[config.mk]
export PLATFORM = sky130hd
export DESIGN_NAME = bounded_unique_set_engine
export DESIGN_NICKNAME = d
export VERILOG_FILES = /design/src/rtl/buse_pkg.sv /design/src/rtl/buse_datapath.sv /design/src/rtl/buse_ctrl.sv /design/src/rtl/bounded_unique_set_engine.sv
export SDC_FILE = /design/constraint.sdc
export NUM_CORES = 2
export LEC_CHECK = 0
export ABC_CLOCK_PERIOD_IN_PS = 5400
export BUFFER_PORTS_ARGS = -buffer_cell sky130_fd_sc_hd__buf_4
export CAP_MARGIN = 20
export CORE_MARGIN = 8
export CORE_UTILIZATION = 45
export DETAILED_ROUTE_END_ITERATION = 8
export PLACE_DENSITY = 0.72
export SLEW_MARGIN = 20
export SYNTH_ARGS = -nofsm -noshare
export SYNTH_HDL_FRONTEND = slang
export SYNTH_SLANG_ARGS = --single-unit
[constraint.sdc]
create_clock -name clk -period 5.4 [get_ports clk]
set_input_delay 0.54 -clock clk [delete_from_list [all_inputs] [get_ports clk]]
set_output_delay 0.54 -clock clk [all_outputs]
set_load 0.05 [all_outputs]
[src/rtl/buse_pkg.sv]
// ----------------------------------------------------------------------------
// buse_pkg: shared types for the bounded unique set engine
// transfer payloads, result codes, controller state and command/status groups
// ----------------------------------------------------------------------------
package buse_pkg;

  localparam int unsigned CAP_W     = 7;
  localparam int unsigned COUNT_W   = 7;
  localparam int unsigned VALUE_W   = 32;
  localparam int unsigned CFG_AW    = 3;
  localparam int unsigned CFG_DW    = 32;
  localparam logic [CAP_W-1:0] CAP_RESET = 7'd64;

  // register word index within the configuration space
  localparam logic REG_CAPACITY = 1'b0;

  typedef enum logic {
    KIND_INSERT = 1'b0,
    KIND_REMOVE = 1'b1
  } kind_t;

  typedef enum logic [2:0] {
    ST_ADDED   = 3'd0,
    ST_PRESENT = 3'd1,
    ST_FULL    = 3'd2,
    ST_REMOVED = 3'd3,
    ST_ABSENT  = 3'd4,
    ST_EMPTY   = 3'd5
  } status_t;

  typedef struct packed {
    kind_t              kind;
    logic signed [31:0] value;
  } in_item_t;

  typedef struct packed {
    status_t            status;
    logic [COUNT_W-1:0] count;
  } out_item_t;

  typedef enum logic [2:0] {
    S_IDLE,
    S_SCAN,
    S_LAST,
    S_MOVE,
    S_DONE
  } state_t;

  // controller to datapath
  typedef struct packed {
    logic    start;     // latch request, rewind scan index
    logic    scan_rd;   // read entry at scan index, advance
    logic    last_rd;   // read the last held entry
    logic    wr_new;    // append request value, count up
    logic    wr_move;   // move last entry into matched slot, count down
    logic    load_out;  // load result register
    status_t out_status;
  } dp_cmd_t;

  // datapath to controller
  typedef struct packed {
    kind_t kind;
    logic  empty;
    logic  full;
    logic  scan_end;
    logic  match;
  } dp_stat_t;

endpackage

[src/rtl/buse_datapath.sv]
// ----------------------------------------------------------------------------
// buse_datapath: entry memory, scan index, count and result register
// single-port-per-direction memory with registered read data
// ----------------------------------------------------------------------------
module buse_datapath import buse_pkg::*; #(
  parameter int unsigned DEPTH = 64
) (
  input  logic             clk,
  input  logic             rst_n,
  input  in_item_t         in_data,
  input  logic [CAP_W-1:0] capacity,
  input  dp_cmd_t          cmd,
  output dp_stat_t         stat,
  output out_item_t        out_data
);

  localparam int unsigned AW = (DEPTH > 1) ? $clog2(DEPTH) : 1;
  localparam int unsigned UW = $clog2(DEPTH + 1);
  localparam int unsigned CW = (UW > CAP_W) ? UW : CAP_W;

  logic [VALUE_W-1:0] mem [DEPTH];
  logic [VALUE_W-1:0] rd_data_r;
  logic [VALUE_W-1:0] value_r;
  kind_t              kind_r;
  logic [UW-1:0]      idx_r, idx_nxt;
  logic [UW-1:0]      used_r, used_nxt;
  logic               pend_r, pend_nxt;
  out_item_t          out_r;

  logic [UW-1:0] idx_dec, used_dec;
  logic [AW-1:0] rd_addr, wr_addr;
  logic [VALUE_W-1:0] wr_data;
  logic               wr_en, rd_en;

  assign idx_dec  = idx_r - UW'(1);
  assign used_dec = used_r - UW'(1);

  assign rd_en   = cmd.scan_rd | cmd.last_rd;
  assign rd_addr = cmd.last_rd ? used_dec[AW-1:0] : idx_r[AW-1:0];
  assign wr_en   = cmd.wr_new | cmd.wr_move;
  assign wr_addr = cmd.wr_move ? idx_dec[AW-1:0] : used_r[AW-1:0];
  assign wr_data = cmd.wr_move ? rd_data_r : value_r;

  always_ff @(posedge clk) begin
    if (wr_en) begin
      mem[wr_addr] <= wr_data;
    end
    if (rd_en) begin
      rd_data_r <= mem[rd_addr];
    end
  end

  always_comb begin
    idx_nxt  = idx_r;
    pend_nxt = pend_r;
    used_nxt = used_r;
    if (cmd.start) begin
      idx_nxt  = '0;
      pend_nxt = 1'b0;
    end else if (cmd.scan_rd) begin
      idx_nxt  = idx_r + UW'(1);
      pend_nxt = 1'b1;
    end
    if (cmd.wr_new) begin
      used_nxt = used_r + UW'(1);
    end else if (cmd.wr_move) begin
      used_nxt = used_dec;
    end
  end

  always_ff @(posedge clk) begin
    if (!rst_n) begin
      used_r <= '0;
      idx_r  <= '0;
      pend_r <= 1'b0;
    end else begin
      used_r <= used_nxt;
      idx_r  <= idx_nxt;
      pend_r <= pend_nxt;
    end
  end

  always_ff @(posedge clk) begin
    if (cmd.start) begin
      value_r <= in_data.value;
      kind_r  <= in_data.kind;
    end
    if (cmd.load_out) begin
      out_r.status <= cmd.out_status;
      out_r.count  <= COUNT_W'(used_r);
    end
  end

  // full when count reaches capacity, saturated at the memory depth
  assign stat.kind     = kind_r;
  assign stat.empty    = (used_r == '0);
  assign stat.full     = (CW'(used_r) >= CW'(capacity)) || (used_r == UW'(DEPTH));
  assign stat.scan_end = (idx_r == used_r);
  assign stat.match    = pend_r && (rd_data_r == value_r);

  assign out_data = out_r;

endmodule

[src/rtl/buse_ctrl.sv]
// ----------------------------------------------------------------------------
// buse_ctrl: request sequencer
// walks scan, remove move-back and result hand-off for one request at a time
// ----------------------------------------------------------------------------
module buse_ctrl import buse_pkg::*; (
  input  logic     clk,
  input  logic     rst_n,
  input  logic     in_valid,
  output logic     in_ready,
  output logic     out_valid,
  input  logic     out_ready,
  input  dp_stat_t stat,
  output dp_cmd_t  cmd
);

  state_t  state_r, state_nxt;
  status_t status_r, status_nxt;
  logic    out_valid_r, out_valid_nxt;
  logic    out_free;

  assign out_free = !out_valid_r || out_ready;

  // next state and result code
  always_comb begin
    state_nxt  = state_r;
    status_nxt = status_r;
    case (state_r)
      S_IDLE: begin
        if (in_valid) begin
          state_nxt = S_SCAN;
        end
      end
      S_SCAN: begin
        if (stat.kind == KIND_REMOVE && stat.empty) begin
          status_nxt = ST_EMPTY;
          state_nxt  = S_DONE;
        end else if (stat.match) begin
          if (stat.kind == KIND_INSERT) begin
            status_nxt = ST_PRESENT;
            state_nxt  = S_DONE;
          end else begin
            state_nxt  = S_LAST;
          end
        end else if (stat.scan_end) begin
          if (stat.kind == KIND_REMOVE) begin
            status_nxt = ST_ABSENT;
          end else if (stat.full) begin
            status_nxt = ST_FULL;
          end else begin
            status_nxt = ST_ADDED;
          end
          state_nxt = S_DONE;
        end
      end
      S_LAST: begin
        state_nxt = S_MOVE;
      end
      S_MOVE: begin
        status_nxt = ST_REMOVED;
        state_nxt  = S_DONE;
      end
      S_DONE: begin
        if (out_free) begin
          state_nxt = S_IDLE;
        end
      end
      default: begin
        state_nxt = S_IDLE;
      end
    endcase
  end

  // commands
  always_comb begin
    cmd            = '0;
    cmd.out_status = status_r;
    in_ready       = 1'b0;
    out_valid_nxt  = out_valid_r && !out_ready;
    case (state_r)
      S_IDLE: begin
        in_ready  = 1'b1;
        cmd.start = in_valid;
      end
      S_SCAN: begin
        if (stat.kind == KIND_REMOVE && stat.empty) begin
          cmd.scan_rd = 1'b0;
        end else if (stat.match) begin
          cmd.scan_rd = 1'b0;
        end else if (stat.scan_end) begin
          cmd.wr_new = (stat.kind == KIND_INSERT) && !stat.full;
        end else begin
          cmd.scan_rd = 1'b1;
        end
      end
      S_LAST: begin
        cmd.last_rd = 1'b1;
      end
      S_MOVE: begin
        cmd.wr_move = 1'b1;
      end
      S_DONE: begin
        if (out_free) begin
          cmd.load_out  = 1'b1;
          out_valid_nxt = 1'b1;
        end
      end
      default: begin
        cmd = '0;
      end
    endcase
  end

  always_ff @(posedge clk) begin
    if (!rst_n) begin
      state_r     <= S_IDLE;
      status_r    <= ST_ADDED;
      out_valid_r <= 1'b0;
    end else begin
      state_r     <= state_nxt;
      status_r    <= status_nxt;
      out_valid_r <= out_valid_nxt;
    end
  end

  assign out_valid = out_valid_r;

endmodule

[src/rtl/bounded_unique_set_engine.sv]
// ----------------------------------------------------------------------------
// bounded_unique_set_engine: bounded set of distinct signed 32-bit values
// insert appends unless duplicate or full; remove swaps the last entry in
// ----------------------------------------------------------------------------
//
//   channel  | direction | handshake             | payload
//   ---------+-----------+-----------------------+---------------------------
//   in_      | input     | in_valid / in_ready   | in_item_t  {kind, value}
//   out_     | output    | out_valid / out_ready | out_item_t {status, count}
//   apb      | input     | psel/penable/pready   | capacity at byte addr 0
//
// steps: a request passes from accept through the scan, whose compare trails
//   the registered read, to the result step; a remove that hits adds the
//   move-back, reading the last entry and moving it into the matched slot
// reset: rst_n synchronous, empties the set and sets capacity to 64
// stalls: the result waits in an output register; the next transfer on in_
//   is taken while it waits, and the engine holds in its last step only if a
//   second result is ready before the first one is taken
//
module bounded_unique_set_engine import buse_pkg::*; #(
  parameter int unsigned DEPTH = 64
) (
  input  logic              clk,
  input  logic              rst_n,
  // request channel
  input  logic              in_valid,
  output logic              in_ready,
  input  in_item_t          in_data,
  // result channel
  output logic              out_valid,
  input  logic              out_ready,
  output out_item_t         out_data,
  // configuration port
  input  logic              psel,
  input  logic              penable,
  input  logic              pwrite,
  input  logic [CFG_AW-1:0] paddr,
  input  logic [CFG_DW-1:0] pwdata,
  output logic [CFG_DW-1:0] prdata,
  output logic              pready
);

  dp_cmd_t          cmd;
  dp_stat_t         stat;
  logic [CAP_W-1:0] capacity_r;
  logic             reg_hit;

  // word decode: only the capacity register exists
  assign reg_hit = (paddr[CFG_AW-1:2] == 1'(REG_CAPACITY));
  assign pready  = 1'b1;

  always_ff @(posedge clk) begin
    if (!rst_n) begin
      capacity_r <= CAP_RESET;
    end else if (psel && penable && pwrite && pready && reg_hit) begin
      capacity_r <= pwdata[CAP_W-1:0];
    end
  end

  // read back zero outside the register
  assign prdata = reg_hit ? CFG_DW'(capacity_r) : '0;

  // sequencer: owns handshakes and result codes
  buse_ctrl u_ctrl (
    .clk       (clk),
    .rst_n     (rst_n),
    .in_valid  (in_valid),
    .in_ready  (in_ready),
    .out_valid (out_valid),
    .out_ready (out_ready),
    .stat      (stat),
    .cmd       (cmd)
  );

  // entry store, scan index, count and result register
  buse_datapath #(
    .DEPTH (DEPTH)
  ) u_dp (
    .clk      (clk),
    .rst_n    (rst_n),
    .in_data  (in_data),
    .capacity (capacity_r),
    .cmd      (cmd),
    .stat     (stat),
    .out_data (out_data)
  );

endmodule

==> run_results.csv <==
group,metric,value,unit
worst_setup_path,cp.required,6.13,ns
worst_setup_path,rr_endpoint,"u_dp.rd_data_r[11]",
timing,setup-violations-final,0,
worst_setup_path,slowest_stage,"a21o_4",
outcome,status,"completed",
cts,clock_latency,0.87,ns
timing,timing.final.crit_period,4.61,ns
timing,drv_slew,0,
detailed_routing,viasPerCell,6.10,
logic_synthesis,ys_types,70,
logic_synthesis,synth_top_family_by_area,"simple AND/OR/NAND/NOR gates",
worst_setup_path,criticalPathCategory,"flop to flop",
place,gp_congestion,0.889,
logic_synthesis,ys_seq_area_share,74.3,%
worst_hold_path,hold_path.class,"input port to flop",
timing,max_slew.worst_pin.slew,1.20,ns
detailed_routing,drc,0,
detailed_routing,drt_wl_total,245000,um
pwr,pwr-share-clk,41.9,%
cts,clk_pin_slew_worst_paths,0.07,ns
timing,finalSetupTns,0,ns
pwr,p_sw,7090,uW
timing,fmax,0.217,GHz
floorplan,die_y,455,um
worst_setup_path,cp_max_fo,61,
global_route,grt_max_degree,136,
global_route,antenna_found_initial,12,
global_route,grt_pass1_vias,52100,
floorplan,start_util,45.1,%
cells_and_area,drive_gt1_share,12.0,%
worst_setup_path,endpoint_kind,"flop",
pwr,leakage,0.0334,uW
global_route,grt_pass1_wl,350000,um
worst_setup_path,worstPathCellList,"or3b_4 -> buf_4 -> a21o_4 -> buf_12 -> nand2_1 -> a31o_2 -> o211ai_1 -> a2bb2oi_1 -> and3_1",
logic_synthesis,yosys.area.top_type,"edfxtp_1",
worst_setup_path,cp-start-kind,"flop",
pwr,sw_frac_of_total,21.1,%
worst_setup_path,rrSetupSlack,0.79,ns
pwr,p_int,26600,uW
global_route,overflow,0,
floorplan,dieWidth,455,um
logic_synthesis,netlist_area,0.0866,sq mm
floorplan,num_rows,161,
detailed_routing,firstDrtPassIters,6,
pwr,p_seq_share,55.3,%
logic_synthesis,netlist.area_leader.share,73.6,%
timing,relSlewSlack,19.5,%
cells_and_area,layout_common_cells,"edfxtp_1, nand2_1, nand3_1, mux2i_1, buf_4",
logic_synthesis,synth_xor_area_share,0.556,%
place,io_buffers,66,
place,hpwl,133000,um
logic_synthesis,async_flop_share,0,%
logic_synthesis,synthTopCellsByArea,"edfxtp_1, nand2_1, mux2i_1, nand3_1, o211ai_1",
detailed_routing,drtIter0Drc,7999,
pwr,worst_ir_drop_vdd,0.287,mV
logic_synthesis,synthAdderAreaFrac,0.159,%
logic_synthesis,muxShareOfSynthArea,4.25,%
logic_synthesis,syn-instance-count,6112,
cells_and_area,area_delta_synth_final,13.1,%
logic_synthesis,yosys_warnings,0,
timing,fin_crit_sh,85.3,%
detailed_routing,antenna_left,0,
worst_hold_path,hold_path_end,"u_ctrl.state_r[0]",
place,placedCellCount,8489,
logic_synthesis,synth-simple-area-share,10.5,%
worst_setup_path,crit_path_max_incr_delay,0.85,ns
floorplan,die_area,0.207,sq mm
cells_and_area,final_common_cell,"edfxtp_1",
worst_setup_path,reg2reg_from,"u_ctrl.state_r[2]",
worst_hold_path,worstHoldStart,"in_valid",
worst_hold_path,hold_path_depth,4,
logic_synthesis,syn_avg_cell_area,14.2,sq um
cts,cts_setup_buffers,0,
cells_and_area,num-nets-final,6301,
detailed_routing,num_vias,54400,
logic_synthesis,ys_ff_latch,2152,
logic_synthesis,synth_compound_area_share,7.24,%
cts,cts_tree,"yes",
timing,hold_viol,0,
cts,htreeDepth,4,
worst_setup_path,worstPathArrival,5.33,ns
cts,clockRootBuffer,"clkbuf_16",
job,maxCapViolations,0,
cts,clock_sinks,2152,
pwr,power.density,344,mW/mm^2
logic_synthesis,synth_ff_type,"edfxtp_1",
floorplan,ios,120,
cts,ctsLongestPathBuffers,3,
worst_setup_path,reg2reg_depth,9,
cells_and_area,stdcell_count,8919,
detailed_routing,wl_per_cell,27.5,um
timing,rsz0062_at_grt,"false",
pwr,p_comb_share,2.9,%
floorplan,design.core.area,0.192,sq mm
cts,cts_buffers,206,
global_route,track_usage,22.9,%
logic_synthesis,synth_edf_count,2123,
timing,skew,0.0431,ns
sequential cells by signal, indices dropped and copies added, names as in the netlist, 3 cells and up:
name and count:
u_ctrl.state_r 3, u_dp.idx_r 7, u_dp.rd_data_r 32, u_dp.out_data 10, u_ctrl.status_r 3, u_dp.mem 2048
capacity_r 7, u_dp.used_r 7, u_dp.value_r 32
stage by stage:
stage | util, % | area [sq um] | setup WS, ns | total power [uW] | hold slack, ns
finish | 51.1 | 97900 | 0.794 | 33700 | 0.123
global route | 51.1 | 97900 | 0.598 | 34400 | 0.123
CTS | 51.0 | 97900 | 0.939 | 33700 | 0.0727
detailed placement | 47.4 | 90900 | 0.960 | 19900 | 0.450
global placement | 47.4 | 90800 | 1.02 | 19800 | 0.444
floorplan | - | 86700 | 1.07 | 19400 | 0.430
area by class of cell:
type,instances,area (sq um)
diodes,4,10.0
clock buffers,256,5380
clock inverters,126,1160
fillers,15400,93800
inverters,129,484
multi-input cells,3411,20500
flip-flops and latches,2152,64300
well taps,2526,3160
repair buffers,315,2880
kinds of logic after synthesis:
kind of cell | Yosys count
AOI/OAI and AO/OA | 839
adders and majority gates | 11
buffers and inverters | 573
and+or+nand+nor | 2121
DFF | 2152
other | 2
muxes | 359
xor gates and xnor gates | 55
what timing repair did:
item	in CTS	in global routing
hold buffers	43	0
hold endpoints to repair	43	0
resized for setup	0	0
power groups by stage:
stage / Combinational, uW / Sequential, uW / Clock, uW
4_1_cts: 926 / 18600 / 14200
3_5_place_dp: 898 / 19000 / 0
5_1_grt: 996 / 18600 / 14800
3_3_place_gp: 862 / 19000 / 0
6_report: 964 / 18600 / 14100
2_1_floorplan: 466 / 18900 / 0
layer usage:
layer	GRT usage, %	wire length (um)	vias to the layer above
li1	-	-	23300
met1	29.8	89600	27000
met2	35.9	111000	3484
met3	4.99	28900	607
met4	12.4	15400	6
met5	0	41	-
worst max path at each step:
stage	start	end	slack, ns	cells past startpoint
floorplan	u_dp.idx_r[0]	u_dp.mem[60][0]	1.07	11
global placement	u_ctrl.state_r[2]	u_dp.rd_data_r[5]	1.02	9
detailed placement	u_dp.used_r[1]	u_dp.rd_data_r[12]	0.96	12
CTS	u_dp.used_r[1]	u_dp.rd_data_r[12]	0.94	12
global route	u_dp.used_r[1]	u_dp.rd_data_r[3]	0.60	12
finish	u_ctrl.state_r[2]	u_dp.rd_data_r[11]	0.79	9
worst max-delay path: cells and delay by family, from the launching register on:
family | cells | cell delay [ns]
compound gates | 4 | 2.17
buf+inv | 2 | 0.77
flops | 1 | 0.64
simple gates | 3 | 0.83
cell usage after synthesis (9+ instances only):
cell type,count
mux2i_1,289
xnor2_1,36
buf_1,51
nand3_1,554
buf_2,139
a221oi_1,98
a211oi_1,60
clkbuf_1,194
nor3_1,30
a221o_1,30
o21bai_1,9
o2bb2ai_1,24
nand4_1,20
a32oi_1,65
ha_1,11
xor2_1,19
nand2_1,1301
a31oi_1,191
a31o_2,17
and3_1,56
edfxtp_1,2123
a21oi_1,40
buf_4,51
inv_1,128
o211ai_1,206
nand2b_1,11
o21ai_0,28
a22oi_1,30
dfxtp_1,29
mux2_2,70
nor2_1,103
Note: power is estimated with default switching activity, not from simulation.
